<file path="config.mk">
export PLATFORM = sky130hd
export DESIGN_NAME = ordered_list_engine_flat
export DESIGN_NICKNAME = d
export VERILOG_FILES = /design/src/design/ole_pkg.sv /design/src/design/ole_if.sv /design/src/design/ordered_list_engine.sv /design/src/design/ole_ctrl.sv /design/src/design/ole_dpath.sv /design/src/flat_wrapper.sv
export SDC_FILE = /design/constraint.sdc
export NUM_CORES = 1
export LEC_CHECK = 0
export ABC_AREA = 0
export BUFFER_PORTS_ARGS = -buffer_cell sky130_fd_sc_hd__buf_2
export CORE_ASPECT_RATIO = 1.1
export CORE_MARGIN = 4
export CORE_UTILIZATION = 60
export CTS_CLUSTER_DIAMETER = 60
export DETAILED_ROUTE_END_ITERATION = 8
export GPL_TIMING_DRIVEN = 0
export PLACE_DENSITY_LB_ADDON = 0.15
export RECOVER_POWER = 50
export SLEW_MARGIN = 20
export SYNTH_ARGS = -nofsm -noshare
export SYNTH_HDL_FRONTEND = slang
export SYNTH_SLANG_ARGS = --single-unit
</file>
<file path="constraint.sdc">
create_clock -name i_clk -period 7 [get_ports i_clk]
set_input_delay 0.7 -clock i_clk [delete_from_list [all_inputs] [get_ports i_clk]]
set_output_delay 0.7 -clock i_clk [all_outputs]
set_load 0.01 [all_outputs]
</file>
<file path="src/design/ole_pkg.sv">
package ole_pkg;

    // Default list depth
    localparam int CAPACITY_DEF = 16;

    // Field widths
    localparam int OP_W  = 3;
    localparam int VAL_W = 32;
    localparam int ST_W  = 2;
    localparam int POS_W = 5;

    typedef logic [POS_W-1:0] t_pos;

    // Operation codes
    localparam logic [OP_W-1:0] OP_FRONT  = 3'd0;
    localparam logic [OP_W-1:0] OP_BACK   = 3'd1;
    localparam logic [OP_W-1:0] OP_SORT   = 3'd2;
    localparam logic [OP_W-1:0] OP_REMOVE = 3'd3;
    localparam logic [OP_W-1:0] OP_SEARCH = 3'd4;

    // Status codes
    localparam logic [ST_W-1:0] ST_OK        = 2'd0;
    localparam logic [ST_W-1:0] ST_FULL      = 2'd1;
    localparam logic [ST_W-1:0] ST_NOT_FOUND = 2'd2;

    // Jump conditions
    typedef enum logic [2:0] {
        CD_NONE,
        CD_FULL,
        CD_PEND,
        CD_P1END,
        CD_JLEP,
        CD_EQ,
        CD_NOT_GT
    } t_cond;

    // Position pointer update
    typedef enum logic [1:0] {
        PO_HOLD,
        PO_CNT,
        PO_INC
    } t_pop;

    // Shift pointer update
    typedef enum logic {
        JO_HOLD,
        JO_DEC
    } t_jop;

    // Memory read address select
    typedef enum logic [1:0] {
        RA_P,
        RA_JM1,
        RA_P1
    } t_rsel;

    // Memory write select
    typedef enum logic [1:0] {
        WR_NONE,
        WR_J_RD,
        WR_P_RD,
        WR_P_VAL
    } t_wsel;

    // Count update
    typedef enum logic [1:0] {
        CN_HOLD,
        CN_INC,
        CN_DEC
    } t_cnop;

    // Finish codes
    typedef enum logic [2:0] {
        FN_NONE,
        FN_OK,
        FN_FULL,
        FN_NF,
        FN_FOUND
    } t_fin;

    // Microprogram steps
    typedef enum logic [4:0] {
        S_NOP,
        S_FRONT,
        S_BACK,
        S_SORT,
        S_SSCAN,
        S_SCMP,
        S_SHIFT,
        S_SHRD,
        S_PUT,
        S_FULL,
        S_RSCAN,
        S_RCMP,
        S_CLOSE,
        S_CLRD,
        S_DEC,
        S_QSCAN,
        S_QCMP,
        S_FOUND,
        S_NF
    } t_step;

    // One control word of the microprogram
    typedef struct packed {
        t_cond cond;
        logic  guard;
        t_step t_true;
        t_step t_false;
        t_pop  p_op;
        t_jop  j_op;
        logic  rd_en;
        t_rsel rsel;
        t_wsel wsel;
        t_cnop cn_op;
        t_fin  fin;
    } t_uword;

    // Datapath controls for the current cycle
    typedef struct packed {
        logic  load;
        t_pop  p_op;
        t_jop  j_op;
        logic  rd_en;
        t_rsel rsel;
        t_wsel wsel;
        t_cnop cn_op;
        t_fin  fin;
    } t_ctl;

    // Datapath status for jump conditions
    typedef struct packed {
        logic full;
        logic pend;
        logic p1end;
        logic jlep;
        logic eq;
        logic gt;
    } t_flags;

    // Result fields
    typedef struct packed {
        logic [ST_W-1:0]  status;
        logic [POS_W-1:0] position;
        logic [POS_W-1:0] entry_count;
    } t_result;

endpackage

</file>
<file path="src/design/ole_if.sv">
interface ole_req_if;
    logic                            valid;
    logic                            ready;
    logic [ole_pkg::OP_W-1:0]        operation;
    logic signed [ole_pkg::VAL_W-1:0] value;

    modport source (output valid, output operation, output value, input ready);
    modport sink (input valid, input operation, input value, output ready);
endinterface

interface ole_rsp_if;
    logic                        valid;
    logic                        ready;
    logic [ole_pkg::ST_W-1:0]    status;
    logic [ole_pkg::POS_W-1:0]   position;
    logic [ole_pkg::POS_W-1:0]   entry_count;

    modport source (output valid, output status, output position, output entry_count,
                    input ready);
    modport sink (input valid, input status, input position, input entry_count,
                  output ready);
endinterface

</file>
<file path="src/design/ordered_list_engine.sv">
// Ordered list engine: a bounded list of signed 32-bit values.
// i_req carries one request (operation, value); it is taken on a cycle with
// valid and ready high. o_rsp returns one response per request: status,
// 1-based search position and the entry count after the operation.
// Operations: insert at front, insert at back, ascending sorted insert,
// remove first equal entry, search. Other operation codes leave the list as is.
// A microprogram walks the list through a storage array with separate read
// and write addresses, two steps per entry visited (read, then compare or
// move). i_req.ready is high whenever no request is in progress, so the next
// request is taken the cycle after a response is loaded, even while that
// response still waits.
// A finished request holds in its last step while the output register is
// full and o_rsp.ready is low.
// Reset empties the list and drops any pending response; entry contents are
// not cleared since only entries below the count are ever read.
module ordered_list_engine #(
    parameter int CAPACITY = ole_pkg::CAPACITY_DEF
) (
    input  logic       i_clk,
    input  logic       i_rst_n,
    ole_req_if.sink    i_req,
    ole_rsp_if.source  o_rsp
);

    ole_pkg::t_ctl    w_ctl;
    ole_pkg::t_flags  w_flags;
    ole_pkg::t_result w_result;
    logic             w_busy;
    logic             w_start;
    logic             w_out_free;
    logic             w_res_load;

    logic                        r_valid;
    logic [ole_pkg::ST_W-1:0]    r_status;
    logic [ole_pkg::POS_W-1:0]   r_position;
    logic [ole_pkg::POS_W-1:0]   r_entry_count;

    assign i_req.ready = !w_busy;
    assign w_start     = i_req.valid && !w_busy;
    assign w_out_free  = !r_valid || o_rsp.ready;
    assign w_res_load  = (w_ctl.fin != ole_pkg::FN_NONE);

    ole_ctrl u_ctrl (
        .i_clk      (i_clk),
        .i_rst_n    (i_rst_n),
        .i_start    (w_start),
        .i_op       (i_req.operation),
        .i_out_free (w_out_free),
        .i_flags    (w_flags),
        .o_busy     (w_busy),
        .o_ctl      (w_ctl)
    );

    ole_dpath #(
        .CAPACITY (CAPACITY)
    ) u_dpath (
        .i_clk    (i_clk),
        .i_rst_n  (i_rst_n),
        .i_ctl    (w_ctl),
        .i_value  (i_req.value),
        .o_flags  (w_flags),
        .o_result (w_result)
    );

    // Output register: load on finish, drop when taken
    always_ff @(posedge i_clk) begin
        if (!i_rst_n) begin
            r_valid <= 1'b0;
        end else if (w_res_load) begin
            r_valid <= 1'b1;
        end else if (o_rsp.ready) begin
            r_valid <= 1'b0;
        end
    end

    always_ff @(posedge i_clk) begin
        if (w_res_load) begin
            r_status      <= w_result.status;
            r_position    <= w_result.position;
            r_entry_count <= w_result.entry_count;
        end
    end

    assign o_rsp.valid       = r_valid;
    assign o_rsp.status      = r_status;
    assign o_rsp.position    = r_position;
    assign o_rsp.entry_count = r_entry_count;

    // A full report always comes with a full list
    a_full_count: assert property (@(posedge i_clk) disable iff (!i_rst_n)
        o_rsp.valid && o_rsp.status == ole_pkg::ST_FULL
        |-> o_rsp.entry_count == ole_pkg::t_pos'(CAPACITY))
        else $error("full status with list not full");

    // Only a successful search reports a position
    a_pos_ok: assert property (@(posedge i_clk) disable iff (!i_rst_n)
        o_rsp.valid && o_rsp.position != '0 |-> o_rsp.status == ole_pkg::ST_OK)
        else $error("position reported with non-ok status");

    // An accepted request closes the input until it finishes
    a_busy_after_accept: assert property (@(posedge i_clk) disable iff (!i_rst_n)
        i_req.valid && i_req.ready |=> !i_req.ready)
        else $error("input ready right after accept");

    // A response never overwrites one still waiting
    a_no_overwrite: assert property (@(posedge i_clk) disable iff (!i_rst_n)
        w_res_load |-> (!r_valid || o_rsp.ready))
        else $error("response overwritten");

endmodule

</file>
<file path="src/design/ole_ctrl.sv">
module ole_ctrl (
    input  logic                     i_clk,
    input  logic                     i_rst_n,
    input  logic                     i_start,
    input  logic [ole_pkg::OP_W-1:0] i_op,
    input  logic                     i_out_free,
    input  ole_pkg::t_flags          i_flags,
    output logic                     o_busy,
    output ole_pkg::t_ctl            o_ctl
);

    // Microprogram ROM
    function automatic ole_pkg::t_uword rom(input ole_pkg::t_step s);
        ole_pkg::t_uword w;
        w = '{cond: ole_pkg::CD_NONE, guard: 1'b0,
              t_true: ole_pkg::S_NOP, t_false: ole_pkg::S_NOP,
              p_op: ole_pkg::PO_HOLD, j_op: ole_pkg::JO_HOLD,
              rd_en: 1'b0, rsel: ole_pkg::RA_P, wsel: ole_pkg::WR_NONE,
              cn_op: ole_pkg::CN_HOLD, fin: ole_pkg::FN_NONE};
        case (s)
            ole_pkg::S_NOP: begin
                w.fin = ole_pkg::FN_OK;
            end
            ole_pkg::S_FRONT: begin
                w.cond    = ole_pkg::CD_FULL;
                w.t_true  = ole_pkg::S_FULL;
                w.t_false = ole_pkg::S_SHIFT;
            end
            ole_pkg::S_BACK: begin
                w.cond    = ole_pkg::CD_FULL;
                w.t_true  = ole_pkg::S_FULL;
                w.t_false = ole_pkg::S_SHIFT;
                w.p_op    = ole_pkg::PO_CNT;
            end
            ole_pkg::S_SORT: begin
                w.cond    = ole_pkg::CD_FULL;
                w.t_true  = ole_pkg::S_FULL;
                w.t_false = ole_pkg::S_SSCAN;
            end
            ole_pkg::S_SSCAN: begin
                w.cond    = ole_pkg::CD_PEND;
                w.guard   = 1'b1;
                w.t_true  = ole_pkg::S_SHIFT;
                w.t_false = ole_pkg::S_SCMP;
                w.rd_en   = 1'b1;
                w.rsel    = ole_pkg::RA_P;
            end
            ole_pkg::S_SCMP: begin
                w.cond    = ole_pkg::CD_NOT_GT;
                w.guard   = 1'b1;
                w.t_true  = ole_pkg::S_SHIFT;
                w.t_false = ole_pkg::S_SSCAN;
                w.p_op    = ole_pkg::PO_INC;
            end
            ole_pkg::S_SHIFT: begin
                w.cond    = ole_pkg::CD_JLEP;
                w.guard   = 1'b1;
                w.t_true  = ole_pkg::S_PUT;
                w.t_false = ole_pkg::S_SHRD;
                w.rd_en   = 1'b1;
                w.rsel    = ole_pkg::RA_JM1;
            end
            ole_pkg::S_SHRD: begin
                w.t_false = ole_pkg::S_SHIFT;
                w.wsel    = ole_pkg::WR_J_RD;
                w.j_op    = ole_pkg::JO_DEC;
            end
            ole_pkg::S_PUT: begin
                w.wsel  = ole_pkg::WR_P_VAL;
                w.cn_op = ole_pkg::CN_INC;
                w.fin   = ole_pkg::FN_OK;
            end
            ole_pkg::S_FULL: begin
                w.fin = ole_pkg::FN_FULL;
            end
            ole_pkg::S_RSCAN: begin
                w.cond    = ole_pkg::CD_PEND;
                w.guard   = 1'b1;
                w.t_true  = ole_pkg::S_NF;
                w.t_false = ole_pkg::S_RCMP;
                w.rd_en   = 1'b1;
                w.rsel    = ole_pkg::RA_P;
            end
            ole_pkg::S_RCMP: begin
                w.cond    = ole_pkg::CD_EQ;
                w.guard   = 1'b1;
                w.t_true  = ole_pkg::S_CLOSE;
                w.t_false = ole_pkg::S_RSCAN;
                w.p_op    = ole_pkg::PO_INC;
            end
            ole_pkg::S_CLOSE: begin
                w.cond    = ole_pkg::CD_P1END;
                w.guard   = 1'b1;
                w.t_true  = ole_pkg::S_DEC;
                w.t_false = ole_pkg::S_CLRD;
                w.rd_en   = 1'b1;
                w.rsel    = ole_pkg::RA_P1;
            end
            ole_pkg::S_CLRD: begin
                w.t_false = ole_pkg::S_CLOSE;
                w.wsel    = ole_pkg::WR_P_RD;
                w.p_op    = ole_pkg::PO_INC;
            end
            ole_pkg::S_DEC: begin
                w.cn_op = ole_pkg::CN_DEC;
                w.fin   = ole_pkg::FN_OK;
            end
            ole_pkg::S_QSCAN: begin
                w.cond    = ole_pkg::CD_PEND;
                w.guard   = 1'b1;
                w.t_true  = ole_pkg::S_NF;
                w.t_false = ole_pkg::S_QCMP;
                w.rd_en   = 1'b1;
                w.rsel    = ole_pkg::RA_P;
            end
            ole_pkg::S_QCMP: begin
                w.cond    = ole_pkg::CD_EQ;
                w.guard   = 1'b1;
                w.t_true  = ole_pkg::S_FOUND;
                w.t_false = ole_pkg::S_QSCAN;
                w.p_op    = ole_pkg::PO_INC;
            end
            ole_pkg::S_FOUND: begin
                w.fin = ole_pkg::FN_FOUND;
            end
            ole_pkg::S_NF: begin
                w.fin = ole_pkg::FN_NF;
            end
            default: begin
                w.fin = ole_pkg::FN_OK;
            end
        endcase
        return w;
    endfunction

    ole_pkg::t_step  r_pc, n_pc;
    logic            r_busy, n_busy;
    ole_pkg::t_uword w_uw;
    logic            w_cond;
    logic            w_exec;
    logic            w_apply;

    // Fetch the control word and pick its jump condition
    always_comb begin
        w_uw = rom(r_pc);
        case (w_uw.cond)
            ole_pkg::CD_NONE:   w_cond = 1'b0;
            ole_pkg::CD_FULL:   w_cond = i_flags.full;
            ole_pkg::CD_PEND:   w_cond = i_flags.pend;
            ole_pkg::CD_P1END:  w_cond = i_flags.p1end;
            ole_pkg::CD_JLEP:   w_cond = i_flags.jlep;
            ole_pkg::CD_EQ:     w_cond = i_flags.eq;
            ole_pkg::CD_NOT_GT: w_cond = !i_flags.gt;
            default:            w_cond = 1'b0;
        endcase
    end

    // Hold a finishing step until the output register can take the response
    assign w_exec  = r_busy && ((w_uw.fin == ole_pkg::FN_NONE) || i_out_free);
    assign w_apply = w_exec && !(w_uw.guard && w_cond);

    // Drive the datapath
    always_comb begin
        o_ctl.load  = i_start;
        o_ctl.p_op  = w_apply ? w_uw.p_op : ole_pkg::PO_HOLD;
        o_ctl.j_op  = w_apply ? w_uw.j_op : ole_pkg::JO_HOLD;
        o_ctl.rd_en = w_apply && w_uw.rd_en;
        o_ctl.rsel  = w_uw.rsel;
        o_ctl.wsel  = w_apply ? w_uw.wsel : ole_pkg::WR_NONE;
        o_ctl.cn_op = w_apply ? w_uw.cn_op : ole_pkg::CN_HOLD;
        o_ctl.fin   = w_exec ? w_uw.fin : ole_pkg::FN_NONE;
    end

    // Dispatch on the operation, then advance the step counter
    always_comb begin
        n_pc   = r_pc;
        n_busy = r_busy;
        if (!r_busy) begin
            if (i_start) begin
                n_busy = 1'b1;
                case (i_op)
                    ole_pkg::OP_FRONT:  n_pc = ole_pkg::S_FRONT;
                    ole_pkg::OP_BACK:   n_pc = ole_pkg::S_BACK;
                    ole_pkg::OP_SORT:   n_pc = ole_pkg::S_SORT;
                    ole_pkg::OP_REMOVE: n_pc = ole_pkg::S_RSCAN;
                    ole_pkg::OP_SEARCH: n_pc = ole_pkg::S_QSCAN;
                    default:            n_pc = ole_pkg::S_NOP;
                endcase
            end
        end else if (w_exec) begin
            n_pc = w_cond ? w_uw.t_true : w_uw.t_false;
            if (w_uw.fin != ole_pkg::FN_NONE) begin
                n_busy = 1'b0;
            end
        end
    end

    always_ff @(posedge i_clk) begin
        if (!i_rst_n) begin
            r_busy <= 1'b0;
            r_pc   <= ole_pkg::S_NOP;
        end else begin
            r_busy <= n_busy;
            r_pc   <= n_pc;
        end
    end

    assign o_busy = r_busy;

endmodule

</file>
<file path="src/design/ole_dpath.sv">
module ole_dpath #(
    parameter int CAPACITY = ole_pkg::CAPACITY_DEF
) (
    input  logic                             i_clk,
    input  logic                             i_rst_n,
    input  ole_pkg::t_ctl                    i_ctl,
    input  logic signed [ole_pkg::VAL_W-1:0] i_value,
    output ole_pkg::t_flags                  o_flags,
    output ole_pkg::t_result                 o_result
);

    localparam int CW = $clog2(CAPACITY + 1);
    localparam int AW = $clog2(CAPACITY);

    logic signed [ole_pkg::VAL_W-1:0] r_mem [CAPACITY];
    logic signed [ole_pkg::VAL_W-1:0] r_val;
    logic signed [ole_pkg::VAL_W-1:0] r_rd;
    logic [CW-1:0] r_cnt, n_cnt;
    logic [CW-1:0] r_p, n_p;
    logic [CW-1:0] r_j, n_j;
    logic [CW-1:0] w_p1, w_jm1;
    logic [AW-1:0] w_raddr, w_waddr;
    logic signed [ole_pkg::VAL_W-1:0] w_wdata;
    logic          w_wen;

    assign w_p1  = r_p + CW'(1);
    assign w_jm1 = r_j - CW'(1);

    // Pointer and count updates
    always_comb begin
        case (i_ctl.p_op)
            ole_pkg::PO_CNT: n_p = r_cnt;
            ole_pkg::PO_INC: n_p = w_p1;
            default:         n_p = r_p;
        endcase
        if (i_ctl.load) begin
            n_p = '0;
        end

        n_j = (i_ctl.j_op == ole_pkg::JO_DEC) ? w_jm1 : r_j;
        if (i_ctl.load) begin
            n_j = r_cnt;
        end

        case (i_ctl.cn_op)
            ole_pkg::CN_INC: n_cnt = r_cnt + CW'(1);
            ole_pkg::CN_DEC: n_cnt = r_cnt - CW'(1);
            default:         n_cnt = r_cnt;
        endcase
    end

    // Memory address and data selection
    always_comb begin
        case (i_ctl.rsel)
            ole_pkg::RA_JM1: w_raddr = w_jm1[AW-1:0];
            ole_pkg::RA_P1:  w_raddr = w_p1[AW-1:0];
            default:         w_raddr = r_p[AW-1:0];
        endcase
        w_wen   = 1'b1;
        w_waddr = r_p[AW-1:0];
        w_wdata = r_rd;
        case (i_ctl.wsel)
            ole_pkg::WR_J_RD:  w_waddr = r_j[AW-1:0];
            ole_pkg::WR_P_RD:  w_waddr = r_p[AW-1:0];
            ole_pkg::WR_P_VAL: w_wdata = r_val;
            default:           w_wen   = 1'b0;
        endcase
    end

    // List storage with registered read data
    always_ff @(posedge i_clk) begin
        if (i_ctl.rd_en) begin
            r_rd <= r_mem[w_raddr];
        end
        if (w_wen) begin
            r_mem[w_waddr] <= w_wdata;
        end
    end

    // Request value and pointers
    always_ff @(posedge i_clk) begin
        if (i_ctl.load) begin
            r_val <= i_value;
        end
        r_p <= n_p;
        r_j <= n_j;
    end

    always_ff @(posedge i_clk) begin
        if (!i_rst_n) begin
            r_cnt <= '0;
        end else begin
            r_cnt <= n_cnt;
        end
    end

    // Flags for the sequencer
    always_comb begin
        o_flags.full  = (r_cnt >= CW'(CAPACITY));
        o_flags.pend  = (r_p >= r_cnt);
        o_flags.p1end = (w_p1 >= r_cnt);
        o_flags.jlep  = (r_j <= r_p);
        o_flags.eq    = (r_rd == r_val);
        o_flags.gt    = (r_val > r_rd);
    end

    // Result fields for the finishing step
    always_comb begin
        case (i_ctl.fin)
            ole_pkg::FN_FULL: o_result.status = ole_pkg::ST_FULL;
            ole_pkg::FN_NF:   o_result.status = ole_pkg::ST_NOT_FOUND;
            default:          o_result.status = ole_pkg::ST_OK;
        endcase
        o_result.position    = (i_ctl.fin == ole_pkg::FN_FOUND) ?
                               ole_pkg::t_pos'(w_p1) : '0;
        o_result.entry_count = ole_pkg::t_pos'(n_cnt);
    end

endmodule

</file>
<file path="src/flat_wrapper.sv">
// flat-port wrapper written by rule: the top's interface ports become plain ports
module ordered_list_engine_flat 
#(
    parameter int CAPACITY = ole_pkg::CAPACITY_DEF
)
  (i_clk, i_rst_n, i_req_valid, i_req_operation, i_req_value, i_req_ready, o_rsp_valid, o_rsp_status, o_rsp_position, o_rsp_entry_count, o_rsp_ready);
  ole_req_if i_req_i ();
  ole_rsp_if o_rsp_i ();
  input  logic i_clk;
  input  logic i_rst_n;
  input wire logic [$bits(i_req_i.valid)-1:0] i_req_valid;
  input wire logic [$bits(i_req_i.operation)-1:0] i_req_operation;
  input wire logic [$bits(i_req_i.value)-1:0] i_req_value;
  output wire logic [$bits(i_req_i.ready)-1:0] i_req_ready;
  output wire logic [$bits(o_rsp_i.valid)-1:0] o_rsp_valid;
  output wire logic [$bits(o_rsp_i.status)-1:0] o_rsp_status;
  output wire logic [$bits(o_rsp_i.position)-1:0] o_rsp_position;
  output wire logic [$bits(o_rsp_i.entry_count)-1:0] o_rsp_entry_count;
  input wire logic [$bits(o_rsp_i.ready)-1:0] o_rsp_ready;
  assign i_req_i.valid = i_req_valid;
  assign i_req_i.operation = i_req_operation;
  assign i_req_i.value = i_req_value;
  assign i_req_ready = i_req_i.ready;
  assign o_rsp_valid = o_rsp_i.valid;
  assign o_rsp_status = o_rsp_i.status;
  assign o_rsp_position = o_rsp_i.position;
  assign o_rsp_entry_count = o_rsp_i.entry_count;
  assign o_rsp_i.ready = o_rsp_ready;
  ordered_list_engine #(.CAPACITY(CAPACITY)) u_core (.i_clk(i_clk), .i_rst_n(i_rst_n), .i_req(i_req_i), .o_rsp(o_rsp_i));
endmodule
</file>
==> results.md <==
- Status: complete, but fails checks
- Failing checks: capacitance limit, slew limit
- Final ANT Viol Nets: 0
- Clk sinks: just over 600
- CTS tree: done
- Top sig layer: met4
- Post-DP Area: ~0.027 mm^2
- WP data arrival: between 6 and 7 ns
- Post-synthesis sequential area ratio: 0.712
- Max clock buf depth: 3
- Post-synthesis cell count: roughly 1,400
- First-pass GRT wire length: 87,100 um
- Fillers: about 2,800
- Synth top area share: 0.698
- Num CTS Buffers: 58
- Critical path fanouts, max: 20
- Core Rows: 78
- Area Growth Syn to Fin: 13.1%
- Post-synth EDFFs: between 500 and 600
- Vias in the first global route: 14,000
- CTS Hold Buffers Added: 0
- CP Data Required Time: about 7.2 ns
- Drt wl/cell: 26.8 um
- Final Instance Area: between 0.02 and 0.03 mm^2
- Post-Synth Adder-Cell Area: 0.0291
- Worst Setup SP: u_core.u_dpath.r_val[15]
- Largest family of logic cells by synthesized area: multiplexers
- Top cells by area, synth: edfxtp_1, mux4_2, ha_1
- Clk pwr share: 0.383
- Mapped cell area: around 0.026 mm^2
- Pwr Total: approximately 7.7 mW
- CTS resizes: 0
- Worst-Skew Late Latency: 0.62 ns
- Worst min-delay path category: in -> reg
- Input/output buffers: between 50 and 60
- Peak VDD IR: just under 0.2 mV
- Combinational Power Share: 0.086
- Netlist cell types: 65
- Worst r2r src: u_core.u_dpath.r_val[15]
- Yosys warning count: 0
- Pins Over Slew Limit: 45
- M1 WL: 23,700 um
- I/O pins: 53
- First drt pass iteration count: 5
- Clock Pin Slew Worst Setup and Hold Paths: roughly 0.060 ns
- Tmin final: roughly 6.3 ns
- Die Wd: 205 um
- Die area: 0.0459 mm^2
- Int Power: approximately 5.9 mW
- Crit start category: flip-flop
- Post-DP HPWL: between 30,000 and 40,000 um
- MaxCap Viol Count: 2
- DRC: 0
- Compound-gate portion of the synthesized area: 0.0470
- Kind of critical path: reg -> reg
- CORE AREA: 0.0417 mm^2
- Final Hold Violating Endpoints: 0
- Largest net degree at the start of global routing: 24
- Die height: roughly 220 um
- Unrepaired setup endpoints after global routing: no
- Sw Pwr: 1.74 mW
- Clock Tree Root: clkbuf_16
- Count of state elements after synthesis: 610
- DR vias/cell: about 6.3
- Pleak: 9.34 nW
- Worst slew pin tran: 1.64 ns
- H-tree Lvls: 2
- Synth Area in Simple Gates: 0.0501
- Switch share: 0.227
- Grt ovf: 0
- Final WL: 58,400 um
- NumNets Final: between 1,500 and 2,000
- Synth area leader: edfxtp_1
- Initial core utilization: 0.612
- Average size of a mapped cell: 17.8 um^2
- Post-synthesis mux area share: 0.135
- P per Cell Area: 267 mW/mm^2
- XOR/XNOR Fraction of Synth Area: 0.00446
- Layout Skew: around 0.022 ns
- Flop pwr share: 0.532
- Setup-failing EPs final: 0
- CP Capture Type: flip-flop
- Initial antenna violation count: 0
- Routability congestion estimate: roughly 0.87
- Met2 WL post-DR: between 20,000 and 30,000 um
- Relative max-transition margin: -0.0935
- Fmax: 158 MHz
- Overall routing resource usage: 0.257
- Synth Net Count: around 1,500
- Met3 wire len: roughly 4500 um
- Setup Buffers After CTS: 0
- Share of cells above drive strength 1: 0.193
- Hold Path Origin: i_req_value[30]
- Initial DRC count: about 1,500
- Ys flop type: edfxtp_1
- Via count: about 14,000
- Share of flip-flops with an asynchronous set or reset: 0
- Final Cycle Share: 0.902
==> critical path: stages (launching register included) <==
cell,delay [ns]
edfxtp_1,0.45
ha_1,0.33
nand4_1,0.30
a2111oi_0,1.15
o311ai_0,0.44
nor3b_1,0.31
mux2i_1,0.18
or2_0,0.22
clkbuf_1,0.18
a21oi_4,0.28
and3_1,0.66
dlymetal6s4s_1,1.37
==> per-stage QoR <==
stage,setup TNS (ns),utilization,hold slack [ns],cells,worst slack (ns)
finish,0,0.692,0.251,2180,0.689
global route,0,0.692,0.234,2179,0.483
CTS,0,0.697,0.214,2179,1.05
detailed placement,0,0.655,0.526,2074,1.07
global placement,-111.07,0.635,0.507,2047,-0.526
floorplan,0,-,0.485,1435,2.60
==> state kept, by name, indices dropped and copies added (netlist names) <==
register and flops:
u_core.u_dpath.r_p 5, u_core.u_dpath.r_cnt 5, u_core.u_ctrl.r_pc 5, u_core.u_dpath.r_val 32
u_core.u_dpath.r_mem 512, u_core.o_rsp.valid 1, u_core.o_rsp.position 5, u_core.u_dpath.r_j 5
u_core.o_rsp.status 2, u_core.u_dpath.r_rd 32, u_core.o_rsp.entry_count 5, u_core.u_ctrl.o_busy 1
==> final timing paths <==
kind | end | slack, ns | depth (start not counted)
setup / recovery | u_core.u_dpath.r_rd[18] | 0.69 | 11
hold reg to reg | u_core.o_rsp.valid | 0.51 | 2
setup reg to reg | u_core.u_dpath.r_rd[18] | 0.69 | 11
hold / removal | u_core.u_dpath.r_val[30] | 0.25 | 1
==> logic make-up after synthesis <==
kind of cell             after synthesis
AO/OA/AOI/OAI                        184
AND/OR/NAND/NOR                      272
adder cells (fa/ha/maj)               59
buffers and inverters                128
multiplexers                         169
XOR/XNOR                              13
flip-flops                           610
==> cells in the mapped netlist, types with 4 or more instances <==
cell,n
buf_6,4
o21ai_0,25
o211ai_1,5
a21o_1,5
edfxtp_1,593
mux2i_1,6
nand3_1,14
and2_1,38
nand4_1,12
nand3b_1,4
dfxtp_1,17
buf_1,11
nor2b_1,5
nor3_1,13
mux4_2,128
inv_1,59
nand2_1,99
mux2_4,29
nor2_1,64
mux2_2,6
a211oi_1,40
nand2b_1,4
a21oi_1,43
clkbuf_1,36
buf_2,13
ha_1,57
a31oi_1,38
xnor2_1,10
==> final cells by class <==
| cell class | instances | area, um^2 | share of cell area |
|---|---|---|---|
| plain buffers | 67 | 305 | 0.0106 |
| well taps | 560 | 701 | 0.0243 |
| multi-input cells | 697 | 6790 | 0.235 |
| flip-flops and latches | 610 | 18100 | 0.629 |
| clock buffers | 72 | 1530 | 0.0529 |
| diodes | 1 | 2.50 | 0.0000867 |
| inverters | 61 | 231 | 0.00802 |
| repair buffers | 79 | 925 | 0.0320 |
| clock inverters | 33 | 233 | 0.00806 |
==> metal layers <==
layer  global-route usage  up-vias
li1                     -     6001
met1                0.359     7051
met2                0.423      579
met3               0.0497      113
met4               0.0759        0
met5                    0        -
==> power groups by stage <==
stage | Sequential, mW | Combinational [mW] | Clock, mW
after floorplan | 4.16 | 0.478 | 0
after global placement | 4.17 | 0.652 | 0
after detailed placement | 4.16 | 0.674 | 0
after CTS | 4.09 | 0.680 | 2.99
after global routing | 4.09 | 0.719 | 3.14
final | 4.09 | 0.659 | 2.95
==> layout by cell type (no fill, tap or decap), types with 26 or more instances in the layout <==
master	count
a31oi_1	38
clkbuf_1	69
a211oi_1	40
o21ai_0	26
nor2_1	49
buf_2	49
nand2_1	99
mux2_1	31
inv_1	59
clkbuf_16	59
and2_1	38
edfxtp_1	593
a21oi_1	42
mux4_2	128
ha_1	57
Note: power is estimated with default switching activity, not from simulation.
